`src/sv/assert_macros.svh`:
```
// Assertion macros used by the RTL module cmss_back.
// Bodies vanish when SYNTHESIS is defined.
`ifndef ASSERT_MACROS_SVH
`define ASSERT_MACROS_SVH
`ifndef SYNTHESIS
`define ASSERT_PROP(lbl, clk, rst, prop) \
  lbl: assert property (@(posedge clk) disable iff (rst) prop) \
    else $error("assertion failed");
`define ASSERT_NEVER(lbl, clk, rst, expr) \
  lbl: assert property (@(posedge clk) disable iff (rst) !(expr)) \
    else $error("forbidden condition seen");
`else
`define ASSERT_PROP(lbl, clk, rst, prop)
`define ASSERT_NEVER(lbl, clk, rst, expr)
`endif
`endif

```
`src/sv/cmss_pkg.sv`:
```
// Package for the per-channel mean / std statistics block.
// Types, widths and codes shared by the front, queue and back modules.
package cmss_pkg;

  localparam int MAX_CHANNELS  = 512;
  localparam int CH_W          = $clog2(MAX_CHANNELS);
  localparam int ROOT_CHANNELS = 3;
  localparam int ROOT_IDX_W    = $clog2(ROOT_CHANNELS);
  localparam int SAMPLE_W      = 24;
  localparam int SUM_W         = 48;
  localparam int SUMSQ_W       = 64;
  localparam int CNT_W         = 24;
  localparam int DIV_W         = 96;
  localparam int DIV_I_W       = $clog2(DIV_W);
  localparam int QUEUE_DEPTH   = 2;
  localparam int QPTR_W        = $clog2(QUEUE_DEPTH);
  localparam int CFG_DATA_W    = 16;
  localparam int CFG_IDX_W     = 2;

  localparam logic [SAMPLE_W-1:0] ONE_Q16 = 24'd65536;

  typedef enum logic [1:0] {
    OPC_ACC   = 2'd0,
    OPC_QUERY = 2'd1,
    OPC_CLEAR = 2'd2,
    OPC_NOP   = 2'd3
  } opcode_t;

  typedef enum logic [CFG_IDX_W-1:0] {
    REG_CHANNEL_COUNT = 2'd0,
    REG_ROOT_DELTA    = 2'd1,
    REG_STD_FLOOR     = 2'd2
  } reg_index_t;

  typedef enum logic [1:0] {
    JOB_ACC   = 2'd0,
    JOB_QUERY = 2'd1,
    JOB_CLEAR = 2'd2
  } job_kind_t;

  typedef struct packed {
    job_kind_t                   kind;
    logic [CH_W-1:0]             channel;
    logic signed [SAMPLE_W-1:0]  feature;
    logic                        out_of_range;
  } job_t;

  typedef struct packed {
    logic init_busy;
  } back_status_t;

  typedef enum logic [3:0] {
    ST_CLEAR    = 4'd0,
    ST_IDLE     = 4'd1,
    ST_ACC_MUL  = 4'd2,
    ST_ACC_WR   = 4'd3,
    ST_Q_LOAD   = 4'd4,
    ST_Q_MUL    = 4'd5,
    ST_Q_DIVM   = 4'd6,
    ST_Q_VSET   = 4'd7,
    ST_Q_DIVV   = 4'd8,
    ST_Q_SSET   = 4'd9,
    ST_Q_SQRT   = 4'd10,
    ST_Q_OUT    = 4'd11
  } back_state_t;

endpackage

```
`src/sv/cmss_queue.sv`:
```
// Short job queue between the front end and the back end.
// Uses job_t from cmss_pkg.
module cmss_queue
  import cmss_pkg::*;
(
  input  logic clk,
  input  logic rst,
  input  logic push,
  input  job_t push_job,
  output logic full,
  input  logic pop,
  output logic valid,
  output job_t head
);

  job_t              slots [QUEUE_DEPTH];
  logic [QPTR_W-1:0] wr_ptr;
  logic [QPTR_W-1:0] rd_ptr;
  logic [QPTR_W:0]   fill;

  assign full  = (fill == (QPTR_W+1)'(QUEUE_DEPTH));
  assign valid = (fill != '0);
  assign head  = slots[rd_ptr];

  // Store pushed jobs
  always_ff @(posedge clk) begin
    if (push) slots[wr_ptr] <= push_job;
  end

  // Advance pointers and fill level
  always_ff @(posedge clk) begin
    if (rst) begin
      wr_ptr <= '0;
      rd_ptr <= '0;
      fill   <= '0;
    end else begin
      if (push) wr_ptr <= wr_ptr + 1'b1;
      if (pop)  rd_ptr <= rd_ptr + 1'b1;
      case ({push, pop})
        2'b10:   fill <= fill + 1'b1;
        2'b01:   fill <= fill - 1'b1;
        default: fill <= fill;
      endcase
    end
  end

endmodule

```
`config.mk`:
```
export PLATFORM = sky130hd
export DESIGN_NAME = cmss_queue
export DESIGN_NICKNAME = d
export VERILOG_FILES = /design/src/sv/assert_macros.svh /design/src/sv/cmss_pkg.sv /design/src/sv/cmss_queue.sv
export SDC_FILE = /design/constraint.sdc
export NUM_CORES = 1
export LEC_CHECK = 0
export ABC_AREA = 1
export BUFFER_PORTS_ARGS = -buffer_cell sky130_fd_sc_hd__buf_2
export CORE_MARGIN = 4
export CORE_UTILIZATION = 43
export DETAILED_ROUTE_END_ITERATION = 8
export HOLD_SLACK_MARGIN = 0.15
export PLACE_DENSITY = 0.67
export SYNTH_ARGS = -nofsm -noshare
export SYNTH_HDL_FRONTEND = slang
export SYNTH_SLANG_ARGS = --single-unit
```
`constraint.sdc`:
```
create_clock -name clk -period 4.6 [get_ports clk]
set_clock_uncertainty 0.05 [all_clocks]
set_input_delay 1.15 -clock clk [delete_from_list [all_inputs] [get_ports clk]]
set_output_delay 1.15 -clock clk [all_outputs]
set_load 0.02 [all_outputs]
```
==> run_results.csv <==
group,metric,value,unit
sta,finalSetupViolCount,0,
synthesis,synth_top_cell_area_share,0.7264,
critical_path,reg2reg_from,"wr_ptr",
sta,min_period_over_period,0.6969,
critical_path,r2r_cells,3,
global_route,grt_busiest_layer,"met2",
die,rows,30,
critical_path,worstSetupPathType,"reg -> out",
synthesis,synth_cell_types,15,
place,port_buffers,77,
global_route,grt_use_met1,0.1257,
global_route,grt_max_degree,37,
cts,clk_path_buf_depth,2,
drt,drc,0,
synthesis,syn-num-nets,186,
drt,viasPerCell,4.743,
die,core,6756,sq um
cells_and_area,syn_to_final_growth,20.60,%
sta,worstMarginPinSlew,1128,ps
synthesis,synth_area,2977,sq um
die,io_pins,78,
global_route,grt-ovfl-total,0,
critical_path,worstPathRequired,3400,ps
cts,cts_hold_buf,0,
sta,hold_violations,0,
critical_path,cp-start-kind,"flip-flop",
critical_path,r2r_setup_slack,2790,ps
cells_and_area,nets,271,
sta,fmax,311.9,MHz
critical_path,crit_fanout,36,
synthesis,ys_seq_area_frac,0.7600,
cts,cts_setup_buffers,0,
cts,post_cts_resized,0,
cts,clock_sinks,77,
global_route,use_met2,0.2121,
critical_path,crit_path_end_kind,"primary output",
synthesis,synthTopCellsByArea,"edfxtp_1, mux2_4, dfxtp_1",
power_and_ir_drop,ir_drop,202.5,uV
die,fp.dieH,91.20,um
cts,cts_tree,"done",
hold_path,hp-start,"rd_ptr",
sta,slew_headroom,0.2479,
global_route,grt_pass1_vias,1633,
drt,wl_per_cell,15.67,um
hold_path,hold_path.class,"reg -> reg",
critical_path,cp_data_arrival_time,2010,ps
cts,cts_buffers,9,
die,start_util,0.4406,
sta,rsz0062_at_grt,"false",
cells_and_area,post-route-cell-area,3590,sq um
cells_and_area,drive_above_1_share,0.5447,
cts,insertion_delay,330,ps
hold_path,hold_path_depth,2,
global_route,grt_use_met3,0.03977,
cells_and_area,diodes,0,
drt,vias,1494,
synthesis,yosys.area.top_type,"edfxtp_1",
job,drv_cap,0,
synthesis,ys_warn_count,0,
global_route,track_usage,0.1238,
synthesis,ys_ff_latch,77,
synthesis,avgSynthCellArea,20.53,sq um
cts,htree_num_levels,3,
power_and_ir_drop,leakage,1.451,nW
die,die_width,91.20,um
place,dpl-instance-area,3407,sq um
sta,fin_setup_tns,0,ps
synthesis,syn_inst,145,
drt,finalWirelength,4936,um
run_status,status,"finished, final reports clean",
place,gp_congestion,0.7012,
global_route,grt_pass1_wl,7755,um
die,dieArea,8317,sq um
sta,period_needed,3206,ps
drt,drtAntennaViolNets,0,
drt,firstDrtPassIters,4,
sta,slew_violations,0,
place,dp_hpwl,3302,um
critical_path,rr_endpoint,"slots[1][6]",
drt,drt_iter0_drc,48,
cts,cts_root_buf,"clkbuf_8",
cts,path_clk_slew,60,ps
power_and_ir_drop,powerDensity,417.6,nW/um^2
global_route,antenna_found_initial,0,
## state kept, by name, indices dropped and copies added (netlist names), named ones only
name    count
fill        2
slots      72
rd_ptr      1
wr_ptr      1
## per-stage QoR
| stage | std cells | setup WS [ps] | hold WS, ps | power [mW] | utilization |
|---|---|---|---|---|---|
| after global placement | 299 | 1682 | 443.8 | 1.042 | 0.5043 |
| after CTS | 315 | 1320 | 475.7 | 1.519 | 0.5313 |
| after global routing | 315 | 1249 | 494.5 | 1.559 | 0.5313 |
| after floorplan | 145 | 1398 | 426.4 | 0.9857 | - |
| final | 315 | 1394 | 474.8 | 1.499 | 0.5313 |
| after detailed placement | 299 | 1697 | 450.7 | 1.046 | 0.5043 |
## kinds of logic after synthesis
family / count (synthesis) / synth area share
multiplexers: 36 / 0.1740
buffers and inverters: 11 / 0.03279
AND/OR/NAND/NOR: 17 / 0.02270
AO/OA/AOI/OAI: 2 / 0.003360
adder cells (fa/ha/maj): 1 / 0.004203
flip-flops: 77 / 0.7600
XOR/XNOR: 1 / 0.002943
## cell type report
type	count	area [sq um]
clock buffer	11	131.4
clock inverter	5	51.30
fill	561	3167
inverter	7	26.28
multi-input combinational	57	624.3
sequential	77	2263
tap	80	100.1
timing repair buffer	78	392.9
## cell usage after synthesis
| cell type | instances |
|---|---|
| ha_1 | 1 |
| dfxtp_1 | 5 |
| o21ai_0 | 1 |
| mux2_2 | 6 |
| nand2_1 | 6 |
| xnor2_1 | 1 |
| edfxtp_1 | 72 |
| inv_1 | 7 |
| mux2_4 | 30 |
| nor2_1 | 9 |
| buf_12 | 3 |
| nand4_1 | 1 |
| nor3_1 | 1 |
| buf_6 | 1 |
| a21oi_1 | 1 |
## cells in the final DEF (no fill, tap or decap), types with 2 or more instances in the layout
cell,instances
clkinv_1,2
dfxtp_1,4
clkbuf_1,2
inv_1,7
nor2_1,8
buf_2,77
nand2_1,6
mux2_4,30
edfxtp_1,72
mux2_2,6
clkbuf_8,9
## how the worst max path moves through the flow
| stage | endpoint | slack, ps | cells after the start |
|---|---|---|---|
| global placement | head[24] | 1680 | 2 |
| detailed placement | head[18] | 1700 | 2 |
| finish | head[18] | 1390 | 2 |
| floorplan | slots[0][0] | 1400 | 2 |
| CTS | head[18] | 1320 | 2 |
| global route | head[26] | 1250 | 2 |
## worst max-delay path: stages, from the launching register on
cell and delay (ps):
dfxtp_2 1070, mux2_2 430, buf_2 160
## where the power goes
group          total [mW]  internal (mW)  switching, mW  leakage (nW)
clock network       0.474          0.248          0.226        0.0924
logic               0.190         0.0920         0.0981         0.641
registers           0.835          0.809         0.0264         0.718
total                1.50           1.15          0.351          1.45
## per-layer routing
metal / vias up / part of all wire
met2: 50 / 0.51
met5: - / 0
met1: 716 / 0.40
li1: 717 / -
met4: 0 / 0.029
met3: 11 / 0.058
Note: power is estimated with default switching activity, not from simulation.
