`src/sv/assert_macros.svh`:
```
// Assertion macros used by the RTL module cmss_back.
// Bodies vanish when SYNTHESIS is defined.
`ifndef ASSERT_MACROS_SVH
`define ASSERT_MACROS_SVH
`ifndef SYNTHESIS
`define ASSERT_PROP(lbl, clk, rst, prop) \
  lbl: assert property (@(posedge clk) disable iff (rst) prop) \
    else $error("assertion failed");
`define ASSERT_NEVER(lbl, clk, rst, expr) \
  lbl: assert property (@(posedge clk) disable iff (rst) !(expr)) \
    else $error("forbidden condition seen");
`else
`define ASSERT_PROP(lbl, clk, rst, prop)
`define ASSERT_NEVER(lbl, clk, rst, expr)
`endif
`endif

```
`src/sv/cmss_pkg.sv`:
```
// Package for the per-channel mean / std statistics block.
// Types, widths and codes shared by the front, queue and back modules.
package cmss_pkg;

  localparam int MAX_CHANNELS  = 512;
  localparam int CH_W          = $clog2(MAX_CHANNELS);
  localparam int ROOT_CHANNELS = 3;
  localparam int ROOT_IDX_W    = $clog2(ROOT_CHANNELS);
  localparam int SAMPLE_W      = 24;
  localparam int SUM_W         = 48;
  localparam int SUMSQ_W       = 64;
  localparam int CNT_W         = 24;
  localparam int DIV_W         = 96;
  localparam int DIV_I_W       = $clog2(DIV_W);
  localparam int QUEUE_DEPTH   = 2;
  localparam int QPTR_W        = $clog2(QUEUE_DEPTH);
  localparam int CFG_DATA_W    = 16;
  localparam int CFG_IDX_W     = 2;

  localparam logic [SAMPLE_W-1:0] ONE_Q16 = 24'd65536;

  typedef enum logic [1:0] {
    OPC_ACC   = 2'd0,
    OPC_QUERY = 2'd1,
    OPC_CLEAR = 2'd2,
    OPC_NOP   = 2'd3
  } opcode_t;

  typedef enum logic [CFG_IDX_W-1:0] {
    REG_CHANNEL_COUNT = 2'd0,
    REG_ROOT_DELTA    = 2'd1,
    REG_STD_FLOOR     = 2'd2
  } reg_index_t;

  typedef enum logic [1:0] {
    JOB_ACC   = 2'd0,
    JOB_QUERY = 2'd1,
    JOB_CLEAR = 2'd2
  } job_kind_t;

  typedef struct packed {
    job_kind_t                   kind;
    logic [CH_W-1:0]             channel;
    logic signed [SAMPLE_W-1:0]  feature;
    logic                        out_of_range;
  } job_t;

  typedef struct packed {
    logic init_busy;
  } back_status_t;

  typedef enum logic [3:0] {
    ST_CLEAR    = 4'd0,
    ST_IDLE     = 4'd1,
    ST_ACC_MUL  = 4'd2,
    ST_ACC_WR   = 4'd3,
    ST_Q_LOAD   = 4'd4,
    ST_Q_MUL    = 4'd5,
    ST_Q_DIVM   = 4'd6,
    ST_Q_VSET   = 4'd7,
    ST_Q_DIVV   = 4'd8,
    ST_Q_SSET   = 4'd9,
    ST_Q_SQRT   = 4'd10,
    ST_Q_OUT    = 4'd11
  } back_state_t;

endpackage

```
`src/sv/cmss_front.sv`:
```
// Front end: takes input transfers, forms the root delta feature and
// classifies each item into a job for the queue. Uses cmss_pkg.
module cmss_front
  import cmss_pkg::*;
(
  input  logic                       clk,
  input  logic                       rst,
  input  logic                       item_valid,
  output logic                       item_stall,
  input  logic [1:0]                 opcode,
  input  logic [CH_W-1:0]            channel,
  input  logic signed [SAMPLE_W-1:0] sample,
  input  logic                       first_frame,
  input  logic                       in_train,
  input  logic [CH_W:0]              channel_count,
  input  logic                       root_delta_enable,
  input  back_status_t               back_status,
  input  logic                       queue_full,
  output logic                       push,
  output job_t                       job
);

  logic [SAMPLE_W-1:0] prev_root [ROOT_CHANNELS];
  logic                accept;
  logic                is_root;
  logic                in_range;
  logic                keep;
  logic [ROOT_IDX_W-1:0] root_idx;
  logic signed [SAMPLE_W:0] delta;
  logic signed [SAMPLE_W-1:0] delta_sat;
  opcode_t             opc;

  assign opc        = opcode_t'(opcode);
  assign item_stall = queue_full | back_status.init_busy;
  assign accept     = item_valid & ~item_stall;
  assign is_root    = ({1'b0, channel} < (CH_W+1)'(ROOT_CHANNELS));
  assign root_idx   = channel[ROOT_IDX_W-1:0];
  assign in_range   = ({1'b0, channel} < channel_count);

  // Difference from the previous raw value, clamped to the sample range
  assign delta = {sample[SAMPLE_W-1], sample}
               - {prev_root[root_idx][SAMPLE_W-1], prev_root[root_idx]};
  always_comb begin
    if (delta[SAMPLE_W] != delta[SAMPLE_W-1]) begin
      delta_sat = delta[SAMPLE_W] ? {1'b1, {(SAMPLE_W-1){1'b0}}}
                                  : {1'b0, {(SAMPLE_W-1){1'b1}}};
    end else begin
      delta_sat = delta[SAMPLE_W-1:0];
    end
  end

  // Classify the item and build the job
  always_comb begin
    job.channel      = channel;
    job.feature      = sample;
    job.out_of_range = ~in_range;
    job.kind         = JOB_ACC;
    keep             = 1'b0;
    if (is_root && root_delta_enable) begin
      job.feature = first_frame ? '0 : delta_sat;
    end
    case (opc)
      OPC_ACC: begin
        job.kind = JOB_ACC;
        keep     = in_train & in_range;
      end
      OPC_QUERY: begin
        job.kind = JOB_QUERY;
        keep     = 1'b1;
      end
      OPC_CLEAR: begin
        job.kind = JOB_CLEAR;
        keep     = 1'b1;
      end
      default: begin
        keep = 1'b0;
      end
    endcase
  end

  assign push = accept & keep;

  // Track raw root values; drop them on clear
  always_ff @(posedge clk) begin
    if (rst) begin
      for (int i = 0; i < ROOT_CHANNELS; i++) prev_root[i] <= '0;
    end else if (accept) begin
      if (opc == OPC_CLEAR) begin
        for (int i = 0; i < ROOT_CHANNELS; i++) prev_root[i] <= '0;
      end else if (opc == OPC_ACC && keep && is_root) begin
        prev_root[root_idx] <= sample;
      end
    end
  end

endmodule

```
`config.mk`:
```
export PLATFORM = sky130hd
export DESIGN_NAME = cmss_front
export DESIGN_NICKNAME = d
export VERILOG_FILES = /design/src/sv/assert_macros.svh /design/src/sv/cmss_pkg.sv /design/src/sv/cmss_front.sv
export SDC_FILE = /design/constraint.sdc
export NUM_CORES = 1
export LEC_CHECK = 0
export BUFFER_PORTS_ARGS = -buffer_cell sky130_fd_sc_hd__clkbuf_2
export CORE_MARGIN = 8
export CORE_UTILIZATION = 40
export DETAILED_ROUTE_END_ITERATION = 10
export RECOVER_POWER = 100
export SKIP_LAST_GASP = 1
export SYNTH_ARGS = -nofsm -noshare
export SYNTH_HDL_FRONTEND = slang
export SYNTH_SLANG_ARGS = --single-unit
export TNS_END_PERCENT = 20
```
`constraint.sdc`:
```
create_clock -name clk -period 8.33 [get_ports clk]
set_input_delay 0.4165 -clock clk [delete_from_list [all_inputs] [get_ports clk]]
set_output_delay 0.4165 -clock clk [all_outputs]
set_load 0.02 [all_outputs]
```
==> summary.md, run 1 <==
| Metric | Value |
|---|---|
| FP Rows | 45 |
| Synth Flop Type | edfxtp_1 |
| Fin nets | 746 |
| Antenna violations before repair | 0 |
| CTS tree | yes |
| Pwr per Cell Area | 185.8 nW/µm² |
| Largest register FFs | 96 |
| Asr flop ratio synth | 0% |
| Logic pwr share | 23.3% |
| Remaining DRCs | 0 |
| CP max stage delay | 1.33 ns |
| DP Area | 6819 µm² |
| Fillers | 1454 |
| Internal power | 0.9477 mW |
| Post-CTS Setup Inserts | 0 |
| Top Family by Delay on Critical Path | buffers and inverters |
| Failing checks | capacitance limit, slew limit |
| Yosys cell types | 55 |
| Setup violators final | 0 |
| Sequential fraction of the synthesis area | 46.87% |
| Crit-path slowest cell | clkbuf_1 |
| Worst hold margin | 0.3831 ns |
| Count of input and output buffers | 90 |
| Warnings from Yosys | 0 |
| Via count | 4469 |
| Critical path endpoint category | flop |
| Post-synth EDFFs | 96 |
| GR Util met1 | 18.03% |
| Clock share of power | 33.2% |
| Max-cap violations | 3 |
| Slew Viols, Final | 81 |
| Max VDD drop | 0.1535 mV |
| Vias in the first global route | 4635 |
| Max Fclk | 168.7 MHz |
| Drt pass-1 iters | 4 |
| Startpoint types | input port |
| Routed wire length | 14990 µm |
| Worst Tran Pin Value | 1.892 ns |
| Bufs on Longest Clock Path | 2 |
| Avg Synthesized Cell Area | 11.10 µm² |
| Met2 GRT Util | 27.43% |
| Clk sinks | 96 |
| Static Leak | 2.872 nW |
| Hold buffer count at cts | 0 |
| Overflow after GRT | 0 |
| Commonest non-fill, non-tap cell in the layout | edfxtp_1 |
| Hold Startpoint | sample[19] |
| CTS Root Cell | clkbuf_16 |
| Core Area | 15090 µm² |
| CP max FO | 30 |
| Final hold vios | 0 |
| GRT Util Overall | 15.47% |
| Synth-to-Final Area Change | 14.63% |
| Final core utilization | 46.72% |
| Status | finished, violations left |
| Minimum clock period | 5.927 ns |
| Global-route met3 utilization | 3.602% |
| WHS Path Cells | 1 |
| Final instance area | 7051 µm² |
| Final Instance Count excl. Fillers | 849 |
| Synthesized area | 6151 µm² |
| Share of cells above drive strength 1 | 15.28% |
| Net Sw Power | 0.3620 mW |
| Cts bufs inserted | 9 |
| Mapped Cells | 554 |
| Reg power frac | 43.5% |
| Initial core utilization | 40.76% |
| Kind of critical path | input port to flop |
| CP arrival | 5.87 ns |
| RePlAce Congestion | 0.8482 |
| Top flop regs | prev_root (96) |
| Post-DP HPWL | 10390 µm |
| Post-DR vias/cell | 5.264 |
| Final ANT Viol Nets | 0 |
| Largest net degree at the start of global routing | 31 |
| H-tree levels | 3 |
| Sw Ratio | 27.64% |
| First-pass GRT wire length | 23750 µm |
| Final period utilization | 71.15% |
| Routed wire per std cell | 17.65 µm |
| Clk pin slew, worst setup/hold paths | 0.06 ns |
| Crit path cell chain | clkbuf_1, ha_1, a21o_1, a21o_1, a21o_1, a211oi_1, o21ai_0, a21oi_1, clkbuf_1, nand2b_1, clkbuf_1 |
| Placed insts | 833 |
| Die area | 19600 µm² |
| Slew HR | -26.12% |
| Commonest cells after routing, fill and taps aside | edfxtp_1 (96), clkbuf_2 (50), nor2_1 (48) |
| RSZ-0062 raised after global routing | no |
| Ports | 91 |
| Top-area cell type share of the netlist area | 46.87% |
| Post-cts sizing count | 0 |
| Post-synth top area cell | edfxtp_1 |
| 1st-iter DRT viols | 227 |
| Gr busiest metal | met2 |
| Setup TNS | 0 ns |
| Die height | 140.0 µm |
| Hold path endpoint | prev_root[3][19] |
| Antenna cells | 0 |
| Ranking of synthesized cells by area | edfxtp_1 (47%), mux4_2 (8.8%), and2_1 (7.6%) |
| CP Buf/Inv Count | 3 |
| Die width | 140.0 µm |
| Top reg by flops | prev_root |
| Yosys reg bits | 96 |
| Critical path required time | 8.28 ns |
| Min-delay worst type | input port to flop |
[cell type report]
type                            instances  area, µm²  area share [%]
Clock buffer                           10      229.0           3.248
Clock inverter                          6      83.83           1.189
Inverter                               43      161.4           2.289
Multi-Input combinational cell        409       3024           42.89
Sequential cell                        96       2883           40.89
Tap cell                              188      235.2           3.336
Timing Repair Buffer                   97      434.2           6.158
[synthesized netlist by cell type, types with 3 or more instances]
library cell  instances
o21a_1                5
ha_1                 36
o21ai_0              16
nor2_1               48
nand4_1               3
a21o_1               12
nand2b_1              6
and2_1               75
o21ai_1              20
a31oi_1               6
nand3_1               5
clkbuf_1             15
and3_1                6
xnor2_1              11
xor2_1                7
a211oi_1              6
inv_1                42
nor3_1                6
edfxtp_1             96
a21oi_1              19
nor2b_1               3
nand2_1              34
buf_4                 9
or2_2                 3
o31ai_1               4
mux4_2               24
[metal layers]
| layer | share of wire [%] | vias to the layer above | wire length (µm) |
|---|---|---|---|
| met5 | 0 | - | 0 |
| met4 | 1.4 | 0 | 204 |
| met3 | 6.1 | 14 | 915 |
| met2 | 50 | 105 | 7484 |
| met1 | 43 | 2180 | 6385 |
| li1 | - | 2170 | - |
[cell families (layout without fill, tap and decap cells)]
| kind of cell | after synthesis | after routing | synth area share [%] |
|---|---|---|---|
| simple gates | 200 | 200 | 17.15 |
| compound gates | 106 | 106 | 11.72 |
| flops | 96 | 96 | 46.87 |
| buf+inv | 72 | 156 | 5.207 |
| fa+ha+maj | 37 | 37 | 7.648 |
| mux | 24 | 24 | 8.788 |
| xor+xnor | 18 | 18 | 2.563 |
| other cells | 1 | 24 | 0.06097 |
[power groups by stage]
stage	registers [mW]	clock network, mW	logic, mW
after CTS	0.569	0.446	0.314
after floorplan	0.576	0	0.233
after global placement	0.578	0	0.307
final	0.569	0.435	0.306
after global routing	0.572	0.460	0.341
after detailed placement	0.580	0	0.312
[how the worst max path moves through the flow]
stage / start / endpoint / cells past startpoint
2_1_floorplan: channel[0] / job[2] / 13
3_3_place_gp: channel[0] / job[13] / 14
3_5_place_dp: channel[0] / job[13] / 14
4_1_cts: channel[0] / job[13] / 14
5_1_grt: channel[1] / prev_root[2][15] / 11
6_report: channel[1] / prev_root[0][16] / 11
[through the flow]
stage / total power [mW] / worst slack [ns]
2_1_floorplan: 0.8093 / 3.607
6_report: 1.310 / 2.403
5_1_grt: 1.373 / 1.956
3_5_place_dp: 0.8917 / 3.382
4_1_cts: 1.329 / 3.376
3_3_place_gp: 0.8853 / 3.446
(Power assumes the default switching activity.)
==> run 2, diff against run 1 <==
clock period = 6.1 ns   (was 8.33 ns; I/O delays follow)
==> run 2 against run 1 <==
Against the previous run:
- the run still ends with capacitance limit, slew limit left
- power grew 35%
- flip-flop and latch count is the same
- via count grew 0.11%
- first-iteration DRC count grew 47%
- sequential power grew 37%
==> summary.md, run 2 (synthesized netlist as in run 1, its figures left out) <==
| Metric | Value |
|---|---|
| Net Sw Power | 0.5086 mW |
| Die height | 140.0 µm |
| Post-cts sizing count | 0 |
| Met1 WL | 6637 µm |
| Crit path cell chain | clkbuf_2, mux4_2, inv_1, ha_1, a2111oi_4, o21ai_0, and3_1, nor4_1, o31ai_4, nor2_1, a2111o_1, o21ai_0, clkbuf_2 |
| Post-CTS Setup Inserts | 0 |
| Max-cap violations | 2 |
| Synth-to-Final Area Change | 14.40% |
| Vias in the first global route | 4648 |
| Status | finished, violations left |
| Fin nets | 746 |
| Die area | 19600 µm² |
| Minimum clock period | 5.110 ns |
| Critical path required time | 5.79 ns |
| Antenna cells | 0 |
| Via count | 4474 |
| Hold buffer count at cts | 0 |
| GRT Util Overall | 16.03% |
| Slew Viols, Final | 50 |
| Post-DP HPWL | 10530 µm |
| Final ANT Viol Nets | 0 |
| Wire length on met3 | 642 µm |
| Largest register FFs | 96 |
| 1st-iter DRT viols | 333 |
| Static Leak | 2.863 nW |
| Placed insts | 833 |
| Cts bufs inserted | 9 |
| RSZ-0062 raised after global routing | no |
| Worst Slack Setup Final | 0.9896 ns |
| Kind of critical path | input port to output port |
| Commonest cells after routing, fill and taps aside | edfxtp_1 (96), clkbuf_2 (49), nor2_1 (48) |
| Setup TNS | 0 ns |
| Hold Startpoint | sample[19] |
| CP arrival | 4.81 ns |
| Slew HR | -12.48% |
| Highest metal used | met4 |
| Ports | 91 |
| Final period utilization | 83.78% |
| Top reg by flops | prev_root |
| Drt pass-1 iters | 6 |
| Sw Ratio | 28.85% |
| Crit-path slowest cell | clkbuf_2 |
| Pre-CTS setup slack | 1.116 ns |
| Largest net degree at the start of global routing | 31 |
| Remaining DRCs | 0 |
| Min-delay worst type | input port to flop |
| CTS Root Cell | clkbuf_16 |
| Clock share of power | 31.9% |
| Final hold vios | 0 |
| Die width | 140.0 µm |
| Antenna violations before repair | 0 |
| Max VDD drop | 0.2041 mV |
| H-tree levels | 3 |
| CTS tree | yes |
| Core Area | 15090 µm² |
| Critical path endpoint category | output port |
| Overflow after GRT | 0 |
| Worst Tran Pin Value | 1.687 ns |
| Commonest non-fill, non-tap cell in the layout | edfxtp_1 |
| Reg power frac | 44.1% |
| FP Rows | 45 |
| Routed wire per std cell | 18.02 µm |
| First-pass GRT wire length | 24420 µm |
| Internal power | 1.254 mW |
| Critical path origin | channel[0] |
| Share of cells above drive strength 1 | 15.43% |
| Setup violators final | 0 |
| Wire length on met2 | 7748 µm |
| Bufs on Longest Clock Path | 2 |
| Max Fclk | 195.7 MHz |
| Routed wire length | 15300 µm |
| Clk sinks | 96 |
| CP max FO | 25 |
| Count of input and output buffers | 90 |
| Fillers | 1458 |
| Top flop regs | prev_root (96) |
| Post-DR vias/cell | 5.270 |
| Pwr per Cell Area | 250.5 nW/µm² |
| Startpoint types | input port |
| Failing checks | capacitance limit, slew limit |
| Clk pin slew, worst setup/hold paths | 0.06 ns |
| Final core utilization | 46.63% |
| Logic pwr share | 24.0% |
| RePlAce Congestion | 0.8464 |
| Initial core utilization | 40.76% |
| Final Instance Count excl. Fillers | 849 |
| CP max stage delay | 0.74 ns |
## run 2: changes by cell type in the layout (fill, tap and decap cells not counted), sizes merged
| cell | delta |
|---|---|
| bufinv | -1 |
| clkbuf | -1 |
| clkinv | +1 |
| inv | +1 |
## run 2: worst max-delay path: cells and delay by family
kind            cells  cell delay [ns]
buf+inv             3             1.04
simple gates        3             0.92
fa+ha+maj           1             0.29
compound gates      5             1.63
mux                 1             0.60
## run 2: per-layer routing
layer	up-vias	GRT usage, %
li1	2167	-
met2	104	27.61
met1	2186	19.46
met5	-	0
met4	0	4.629
met3	17	4.077
## run 2: power by group through the flow
stage	sequential, mW	combinational [mW]	clock [mW]
after CTS	0.778	0.432	0.577
after global placement	0.790	0.421	0
after floorplan	0.787	0.318	0
after global routing	0.781	0.469	0.601
final	0.778	0.422	0.563
after detailed placement	0.792	0.429	0
## run 2: final cells by class
cell class / instances / area (µm²) / area share (%)
Clock inverter: 7 / 71.32 / 1.014
Inverter: 43 / 161.4 / 2.294
Multi-Input combinational cell: 409 / 3028 / 43.03
Timing Repair Buffer: 97 / 432.9 / 6.152
Tap cell: 188 / 235.2 / 3.343
Clock buffer: 9 / 225.2 / 3.201
Sequential cell: 96 / 2883 / 40.97
## run 2: stage by stage
step                      power [mW]  cell area (µm²)  hold WS (ns)
after floorplan                1.105             6237        0.4039
after global placement         1.211             6819        0.5585
after detailed placement       1.221             6819        0.5641
after CTS                      1.786             7116        0.1930
after global routing           1.851             7037        0.2738
final                          1.763             7037        0.2728
## run 2: worst paths after layout
kind / endpoint / slack (ns) / depth (start not counted)
max: job[5] / 0.99 / 13
min: prev_root[3][19] / 0.27 / 1
